===== src/hw/rtl/cidf_pkg.sv =====
`timescale 1ns / 1ps

package cidf_pkg;

	localparam int ENTRIES = 16;
	localparam int IDX_W   = (ENTRIES > 1) ? $clog2(ENTRIES) : 1;
	localparam int ID_W    = 29;

	localparam logic [IDX_W-1:0] IDX_LAST = IDX_W'(ENTRIES - 1);

	localparam logic [1:0] KIND_CHECK  = 2'd0;
	localparam logic [1:0] KIND_ADD    = 2'd1;
	localparam logic [1:0] KIND_REMOVE = 2'd2;

	typedef struct packed {
		logic [1:0]      kind;
		logic [ID_W-1:0] ident;
		logic [ID_W-1:0] mask;
		logic            extended;
		logic            is_message;
	} in_item_t;

	typedef struct packed {
		logic forward;
		logic add_refused;
	} out_item_t;

	typedef struct packed {
		logic            ext;
		logic [ID_W-1:0] mask;
		logic [ID_W-1:0] ident;
	} entry_t;

	localparam int ENTRY_W = $bits(entry_t);

endpackage


===== src/hw/rtl/cidf_in_if.sv =====
`timescale 1ns / 1ps

interface cidf_in_if;
	logic               valid;
	logic               ready;
	cidf_pkg::in_item_t data;

	modport source (output valid, output data, input ready);
	modport sink   (input valid, input data, output ready);
endinterface


===== src/hw/rtl/cidf_out_if.sv =====
`timescale 1ns / 1ps

interface cidf_out_if;
	logic                valid;
	logic                ready;
	cidf_pkg::out_item_t data;

	modport source (output valid, output data, input ready);
	modport sink   (input valid, input data, output ready);
endinterface


===== src/hw/rtl/can_id_mask_reject_filter_top.sv =====
`timescale 1ns / 1ps

// Channel  Dir  Payload                                    Handshake
// req      in   kind, ident, mask, extended, is_message    valid/ready
// rsp      out  forward, add_refused                       valid/ready
//
// One item at a time; req.ready is high only while the sequencer is idle.
// Check and remove walk the table one entry per cycle through the RAM read
// port. Add walks the valid bits up to the first free entry. An unused kind
// and a non-message check skip the scan and go straight to the finish state.
// Reset clears all valid bits at once; no clearing pass.
// A result waits in the output register; a stalled rsp holds the next result.

module can_id_mask_reject_filter_top (
	input  logic              clk,
	input  logic              arst_n,
	cidf_in_if.sink           req,
	cidf_out_if.source        rsp
);

	typedef enum logic [3:0] {
		ST_IDLE   = 4'b0001,
		ST_SCAN   = 4'b0010,
		ST_DRAIN  = 4'b0100,
		ST_FINISH = 4'b1000
	} state_t;

	state_t                           state_q;
	cidf_pkg::in_item_t               item_q;
	logic [cidf_pkg::IDX_W-1:0]       idx_q;
	logic [cidf_pkg::IDX_W-1:0]       idx_s1;
	logic                             vld_s1;
	logic [cidf_pkg::ENTRIES-1:0]     valid_q;
	logic                             hit_q;
	logic                             refused_q;
	logic                             out_vld_q;
	cidf_pkg::out_item_t              out_q;

	logic                             in_acc;
	logic                             fin_load;
	logic                             is_add;
	logic                             ram_we;
	logic                             ram_re;
	logic [cidf_pkg::ENTRY_W-1:0]     ram_rdata;
	cidf_pkg::entry_t                 key;
	cidf_pkg::entry_t                 ent;
	logic                             chk_hit;
	logic                             rm_hit;

	assign in_acc   = (state_q == ST_IDLE) && req.valid;
	assign fin_load = (state_q == ST_FINISH) && (!out_vld_q || rsp.ready);
	assign is_add   = (item_q.kind == cidf_pkg::KIND_ADD);

	assign key.ext   = item_q.extended;
	assign key.mask  = item_q.mask;
	assign key.ident = item_q.ident;

	assign ram_we = (state_q == ST_SCAN) && is_add && !valid_q[idx_q];
	assign ram_re = (state_q == ST_SCAN) && !is_add;

	cidf_ram #(
		.WIDTH(cidf_pkg::ENTRY_W),
		.DEPTH(cidf_pkg::ENTRIES)
	) u_table (
		.clk  (clk),
		.we   (ram_we),
		.waddr(idx_q),
		.wdata(key),
		.re   (ram_re),
		.raddr(idx_q),
		.rdata(ram_rdata)
	);

	assign ent = cidf_pkg::entry_t'(ram_rdata);

	assign chk_hit = vld_s1 && valid_q[idx_s1] && (item_q.kind == cidf_pkg::KIND_CHECK)
		&& (ent.ext == item_q.extended) && ((item_q.ident & ent.mask) == ent.ident);
	assign rm_hit  = vld_s1 && valid_q[idx_s1] && (item_q.kind == cidf_pkg::KIND_REMOVE)
		&& (ent == key);

	always_ff @(posedge clk or negedge arst_n) begin
		if (!arst_n) begin
			state_q   <= ST_IDLE;
			idx_q     <= '0;
			vld_s1    <= 1'b0;
			valid_q   <= '0;
			hit_q     <= 1'b0;
			refused_q <= 1'b0;
			out_vld_q <= 1'b0;
		end else begin
			if (fin_load) begin
				out_vld_q <= 1'b1;
			end else if (rsp.ready) begin
				out_vld_q <= 1'b0;
			end
			if (chk_hit) begin
				hit_q <= 1'b1;
			end
			if (rm_hit) begin
				valid_q[idx_s1] <= 1'b0;
			end
			unique case (state_q)
				ST_IDLE: begin
					if (in_acc) begin
						idx_q     <= '0;
						hit_q     <= 1'b0;
						refused_q <= 1'b0;
						if ((req.data.kind == cidf_pkg::KIND_ADD)
							|| (req.data.kind == cidf_pkg::KIND_REMOVE)
							|| ((req.data.kind == cidf_pkg::KIND_CHECK)
							&& req.data.is_message)) begin
							state_q <= ST_SCAN;
						end else begin
							state_q <= ST_FINISH;
						end
					end
				end
				ST_SCAN: begin
					if (is_add) begin
						if (!valid_q[idx_q]) begin
							valid_q[idx_q] <= 1'b1;
							state_q        <= ST_FINISH;
						end else if (idx_q == cidf_pkg::IDX_LAST) begin
							refused_q <= 1'b1;
							state_q   <= ST_FINISH;
						end else begin
							idx_q <= idx_q + 1'b1;
						end
					end else begin
						vld_s1 <= 1'b1;
						if (idx_q == cidf_pkg::IDX_LAST) begin
							state_q <= ST_DRAIN;
						end else begin
							idx_q <= idx_q + 1'b1;
						end
					end
				end
				ST_DRAIN: begin
					vld_s1  <= 1'b0;
					state_q <= ST_FINISH;
				end
				ST_FINISH: begin
					if (fin_load) begin
						state_q <= ST_IDLE;
					end
				end
				default: begin
					state_q <= ST_IDLE;
				end
			endcase
		end
	end

	always_ff @(posedge clk) begin
		if (in_acc) begin
			item_q <= req.data;
		end
		if (state_q == ST_SCAN) begin
			idx_s1 <= idx_q;
		end
		if (fin_load) begin
			out_q.forward     <= (item_q.kind == cidf_pkg::KIND_CHECK) ? !hit_q : 1'b1;
			out_q.add_refused <= is_add && refused_q;
		end
	end

	assign req.ready = (state_q == ST_IDLE);
	assign rsp.valid = out_vld_q;
	assign rsp.data  = out_q;

	a_we_only_add: assert property (@(posedge clk) disable iff (!arst_n)
		ram_we |-> (state_q == ST_SCAN) && is_add)
		else $error("table write outside an add scan");

	a_s1_in_scan: assert property (@(posedge clk) disable iff (!arst_n)
		vld_s1 |-> (state_q == ST_SCAN) || (state_q == ST_DRAIN))
		else $error("compare stage active outside scan");

	a_out_from_finish: assert property (@(posedge clk) disable iff (!arst_n)
		$rose(out_vld_q) |-> $past(state_q == ST_FINISH))
		else $error("result loaded outside finish");

	a_refuse_full: assert property (@(posedge clk) disable iff (!arst_n)
		($rose(out_vld_q) && out_q.add_refused) |-> (&valid_q))
		else $error("add refused while a free entry exists");

endmodule


===== src/hw/rtl/cidf_ram.sv =====
`timescale 1ns / 1ps

module cidf_ram #(
	parameter int WIDTH = 8,
	parameter int DEPTH = 16
) (
	input  logic                                     clk,
	input  logic                                     we,
	input  logic [((DEPTH > 1) ? $clog2(DEPTH) : 1)-1:0] waddr,
	input  logic [WIDTH-1:0]                         wdata,
	input  logic                                     re,
	input  logic [((DEPTH > 1) ? $clog2(DEPTH) : 1)-1:0] raddr,
	output logic [WIDTH-1:0]                         rdata
);

	logic [WIDTH-1:0] mem_q [DEPTH];

	always_ff @(posedge clk) begin
		if (we) begin
			mem_q[waddr] <= wdata;
		end
		if (re) begin
			rdata <= mem_q[raddr];
		end
	end

endmodule

===== src/flat_wrapper.sv =====
// flat-port wrapper written by rule: the top's interface ports become plain ports
module can_id_mask_reject_filter_top_flat 
  (clk, arst_n, req_valid, req_data, req_ready, rsp_valid, rsp_data, rsp_ready);
  cidf_in_if req_i ();
  cidf_out_if rsp_i ();
  input  logic clk;
  input  logic arst_n;
  input wire logic [$bits(req_i.valid)-1:0] req_valid;
  input wire logic [$bits(req_i.data)-1:0] req_data;
  output wire logic [$bits(req_i.ready)-1:0] req_ready;
  output wire logic [$bits(rsp_i.valid)-1:0] rsp_valid;
  output wire logic [$bits(rsp_i.data)-1:0] rsp_data;
  input wire logic [$bits(rsp_i.ready)-1:0] rsp_ready;
  assign req_i.valid = req_valid;
  assign req_i.data = req_data;
  assign req_ready = req_i.ready;
  assign rsp_valid = rsp_i.valid;
  assign rsp_data = rsp_i.data;
  assign rsp_i.ready = rsp_ready;
  can_id_mask_reject_filter_top u_core (.clk(clk), .arst_n(arst_n), .req(req_i), .rsp(rsp_i));
endmodule

===== config.mk =====
export PLATFORM = sky130hd
export DESIGN_NAME = can_id_mask_reject_filter_top_flat
export DESIGN_NICKNAME = d
export VERILOG_FILES = /design/src/hw/rtl/cidf_pkg.sv /design/src/hw/rtl/cidf_in_if.sv /design/src/hw/rtl/cidf_out_if.sv /design/src/hw/rtl/can_id_mask_reject_filter_top.sv /design/src/hw/rtl/cidf_ram.sv /design/src/flat_wrapper.sv
export SDC_FILE = /design/constraint.sdc
export NUM_CORES = 1
export LEC_CHECK = 0
export ABC_CLOCK_PERIOD_IN_PS = 7730
export BUFFER_PORTS_ARGS = -buffer_cell sky130_fd_sc_hd__clkbuf_2
export CORE_ASPECT_RATIO = 0.9
export CORE_MARGIN = 1
export CORE_UTILIZATION = 40
export CTS_BUF_LIST = sky130_fd_sc_hd__clkbuf_2
export DETAILED_ROUTE_END_ITERATION = 8
export GPL_ROUTABILITY_DRIVEN = 0
export MAX_ROUTING_LAYER = met4
export PLACE_DENSITY = 0.62
export SYNTH_ARGS = -nofsm -noshare
export SYNTH_HDL_FRONTEND = slang
export SYNTH_HIERARCHICAL = 1
export SYNTH_SLANG_ARGS = --single-unit

===== constraint.sdc =====
create_clock -name clk -period 7.73 [get_ports clk]
set_clock_uncertainty 0.1 [all_clocks]
set_input_delay 1.546 -clock clk [delete_from_list [all_inputs] [get_ports clk]]
set_output_delay 1.546 -clock clk [all_outputs]
set_load 0.02 [all_outputs]

* Word-level counts from Yosys, hierarchy flattened *
Memory sizes are Yosys's and may differ from the RTL's. A register that Yosys moved wholly into a read port is not among the register bits.
Index checks and enable logic that the tools add are counted.

word-level totals
  register bits = 95
  memory bits (writable) = 944
  input port bits = 66
  output and inout bits = 4
  logic and storage cells = 115
  memories kept = 1

operators by class
  add/sub/neg operators = 1
  $lt $le $gt $ge = 4
  equal/unequal tests = 21
  mux-type cells = 39
  bitwise gates (word level) = 4
  reduce and logical (&&, ||, !) cells = 31

memories
  name                  depth  width  read ports  clocked after Yosys merged registers in  wr ports  line            RTL
  u_core.u_table.mem_q  16     59     1           1                                        1         cidf_ram.sv:16  logic [WIDTH-1:0] mem_q [DEPTH];

operator list
  kind                                                   number
  2-to-1 mux 16 bit                                      4
  == test 59 bit                                         1
  2-to-1 mux 4 bit                                       11
  bitwise AND 29 bit                                     1
  == test 29 bit                                         1
  bitwise AND 16 bit                                     1
  2-to-1 mux 1 bit                                       16
  NOT 16 bit                                             1
  bitwise OR 16 bit                                      1
  one-hot mux 4 bit (4 select lines)                     1
  logical AND 1 bit                                      15
  < comparator 4 x 5 -> 1 bit, second input constant     2
  binary-select mux 1 bit (select 4 bit)                 2
  demux 1 bit (select 4 bit)                             2
  == test 4 bit, second input constant                   2
  >= comparator 4 x 1 -> 1 bit, second input constant    2
  inequality test 2 x 1 -> 1 bit, second input constant  4
  one-hot mux 4 bit (2 select lines)                     1
  inequality test 3 bit, second input constant           2
  nonzero test 2 bit                                     3
  AND reduction 5 bit                                    1
  adder 4 x 1 -> 4 bit, second input constant            1
  == test 2 x 1 -> 1 bit, second input constant          2
  == test 2 bit, second input constant                   2
  13 further kinds                                       21

* Logic depth before layout (Yosys ltp) *
  word-level depth = 11
  depth in mapped cells = 7
  gate-level depth less buffers = 7

* Cells and area by module *
Netlist, hierarchy kept.

modules (own cells, without submodules)
  module                         times used  cells an instance  area each (µm²)
  cidf_ram                       1           1522               37046.8
  can_id_mask_reject_filter_top  1           422                4967.3

* Worst setup path before layout *
OpenSTA, ideal clock, no wires.

  kind = reg-to-reg
  start point = reg u_core.state_q[3]
  end point = mem u_core/u_table/mem_q[0][0] (netlist bit), enable pin
  library setup time = 0.548 ns
  data arrival time = 6.243 ns
  required time = 7.082 ns
  path slack = 0.839 ns
  cell stages (with the launch flop) = 6
  path through = dfrtp_1 or4b_2 nor3b_1 a32o_1 or3b_2 nor3_1

on the way
  cells in the longest elaborated chain, start to end = 5

RTL lines
  element                                 line                                  RTL
  from (decl)                             can_id_mask_reject_filter_top.sv:28   state_t state_q;
  from (signal assigned)                  can_id_mask_reject_filter_top.sv:83   state_q <= ST_IDLE;
  from (signal assigned)                  can_id_mask_reject_filter_top.sv:112  state_q <= ST_SCAN;
  from (signal assigned)                  can_id_mask_reject_filter_top.sv:114  state_q <= ST_FINISH;
  == test 4 x 2 -> 1 bit                  can_id_mask_reject_filter_top.sv:58   assign ram_we = (state_q == ST_SCAN) && is_add && !valid_q[idx_q];
  logical AND 1 bit (2 in a row)          can_id_mask_reject_filter_top.sv:58
  named net u_core.ram_we                 can_id_mask_reject_filter_top.sv:42   logic ram_we;
  2-to-1 mux 1 bit                        cidf_ram.sv:19                        if (we) begin
  2-to-1 mux 1 bit (implied by the code)  cidf_ram.sv:20                        mem_q[waddr] <= wdata;
  to (decl)                               cidf_ram.sv:16

The timed path passes the listed nets, and every way through them passes these cells.

* Worst setup path after layout *
  start point = reg u_core.state_q[2]
  end point = mem u_core/u_table/mem_q[2][42] (netlist bit), enable pin

The elaborated chain is that of the path after synthesis.

==> out/metrics.yaml <==
setup_path:
  cp_data_required_time_ns: 8.60
  cpMaxStageDelayCell: "or4b_2"
  worstPathArrival_ns: 5.53
  slowest_delay_ns: 0.77
  cp.buffers_inverters: 1
  crit_path_start_kind: "flop"
  critPathKind: "flop to flop"
  worstPathCellList: "or4b_2 -> nor3b_1 -> a32o_1 -> or3b_2 -> nor2_4 -> buf_4"
  worstSetupEndpointType: "flop"
  r2r_setup_slack_ns: 3.07
  cp_max_fo: 40
  path_delay_family: "simple AND/OR/NAND/NOR gates"
timing:
  slew_viol_final: 0
  hold_viol_final: 0
  clock.fmax_mhz: 214.7
  fin_crit_ns: 4.659
  worst_slew_pin_slew_ns: 1.298
  rsz0062_at_grt: "false"
  slew_headroom_pct: 13.45
  setup-tns-final_ns: 0
  setup_viol: 0
  min_period_over_period_pct: 60.27
flow_run:
  cap_violations: 0
drt:
  wl_um: 100700
  ant_nets: 0
  drc_errors: 0
  wire_per_inst_um: 26.30
  drtPass1Iterations: 7
  drt_iter0_drc: 2352
  via_count: 21480
  via_per_inst: 5.610
yosys:
  yosysTopAreaCell: "edfxtp_1"
  synthFlopType: "edfxtp_1"
  synth.avg_cell_area_um2: 21.61
  yosysWarnings: 6
  ys_async_sr_fraction_pct: 2.550
  ys_seq_elements: 1098
  synth_nets: 2015
  synth_area_leaders: "edfxtp_1 (76%), mux4_2 (13%), a22oi_1 (2.3%)"
  syn_inst: 1944
  seq_area_frac_synth_pct: 78.15
  syn-cell-area_um2: 42010
  synth-edff-count: 1070
  synthDominantCellAreaShare_pct: 76.48
  ys_types: 61
clocking:
  root_buffer: "clkbuf_2"
  numCtsBuffers: 290
  clockBufferDepth: 4
  h-tree-depth: 5
  insertion_delay_ns: 1.52
  cts_sinks: 1098
  post_cts_resized: 0
  tritoncts: "built"
  cts.clk_slew.worst_paths_ns: 0.11
final_layout:
  syn2layout_area_growth_pct: 11.44
  post-route-util_pct: 45.09
  drive_gt1_share_pct: 33.42
  final_cell_mix: "edfxtp_1 (1070), clkbuf_2 (470), mux4_2 (241), a22oi_1 (129), nand2_1 (84)"
  final_common_cell: "edfxtp_1"
  nets: 2356
pwr:
  p_per_area_nw_per_um2: 277.1
  vdd_ir_drop_max_mv: 0.1417
  leakage_nw: 14.99
  power_w: 0.01297
global_routing:
  grt_pass1_vias: 22700
  grt_pass1_wl_um: 148200
  track_usage_pct: 19.95
  antenna_found_initial: 4
  overflow: 0
  grt_max_degree: 156
floorplan:
  die_h_um: 309.5
  die-area_um2: 106300
  num_io_pins: 70
  rows: 112
  core_um2: 103800
  die_width_um: 343.6
  start_util_pct: 40.46
status:
  status: "finished clean"
place:
  dpl.hpwl_um: 54280
  io_buffers: 69
hold_path:
  min_path_type: "primary input to flop"
synthesized netlist by cell type, drive strengths merged (13+ instances only):
master,n
edfxtp,1070
clkbuf,45
o21ai,18
buf,40
nand2,84
nand4,13
nor2,25
o22ai,14
mux4,244
a22oi,129
xnor2,46
dfrtp,27
inv,45
area by class of cell:
cell class | instances | area, um^2
tap | 1368 | 1712
multi-input combinational | 716 | 8751
fill | 8879 | 57020
inverter | 45 | 171.4
clock inverter | 54 | 422.9
sequential | 1098 | 32840
timing repair buffer | 134 | 885.9
clock buffer | 401 | 2007
antenna | 12 | 30.03
worst reg2reg max path, cell delays in order (launching register included):
cell and delay [ns]:
dfrtp_1 0.47, or4b_2 0.77, nor3b_1 0.41, a32o_1 0.41, or3b_2 0.61, nor2_4 0.63
buf_4 0.75
flip-flops by register name (all words and copies together) (netlist names):
| signal | flops |
|---|---|
| u_core/item_q | 61 |
| u_core/hit_q | 1 |
| u_core/valid_q | 16 |
| u_core/idx_q | 4 |
| u_core/idx_s1 | 4 |
| u_core/refused_q | 1 |
| u_core/state_q | 4 |
| u_core/vld_s1 | 1 |
| u_core/u_table/mem_q | 944 |
| u_core/u_table/rdata | 59 |
| u_core/rsp.valid | 1 |
| u_core/rsp.data | 2 |
routing by layer:
layer	track usage [%]	wire length, um	vias to the layer above
met5	-	0	-
met4	6.791	2156	0
met3	5.576	9584	188
met2	29.76	47520	1120
met1	26.39	41430	11190
li1	-	-	8980
stage by stage:
stage               worst slack (ns)  hold slack (ns)  cells  area, um^2
finish                         3.071           0.1669   3828       46820
global route                   2.898         -0.03487   3828       46820
CTS                            3.106         0.001588   3816       46790
detailed placement             3.204           0.3939   3350       44250
global placement               3.277           0.3743   3350       44250
floorplan                     0.8390           0.3578   1944       42010
where the power goes:
| group | switching (W) | internal, W |
|---|---|---|
| logic | 0.000928 | 0.000719 |
| clock network | 0.00225 | 0.00164 |
| registers | 0.000384 | 0.00706 |
timing repair:
| action | 4_1_cts | 5_1_grt |
|---|---|---|
| hold endpoints to repair | 23 | 0 |
| setup buffers | 0 | 0 |
| hold buffers | 11 | 0 |
worst paths after layout:
path	start	end	cells past startpoint
setup reg to reg	u_core/state_q[2]	u_core/u_table/mem_q[2][42]	6
max in group asynchronous	arst_n	u_core/idx_q[1]	2
min in group asynchronous	arst_n	u_core/state_q[2]	2
hold reg to reg	u_core/hit_q	u_core/rsp.data[1]	1
setup / recovery	u_core/state_q[2]	u_core/u_table/mem_q[2][42]	6
hold / removal	req_data[34]	u_core/item_q[34]	1
cell families after synthesis:
family                   after synthesis  synth area share [%]
multiplexers                         246                 13.16
AO/OA/AOI/OAI                        208                 3.639
XOR/XNOR                              49                 1.021
buffers and inverters                130                 1.364
AND/OR/NAND/NOR                      208                 2.522
adder cells (fa/ha/maj)                5                0.1489
flip-flops                          1098                 78.15
No activity file was read; power rests on OpenSTA's default activity.
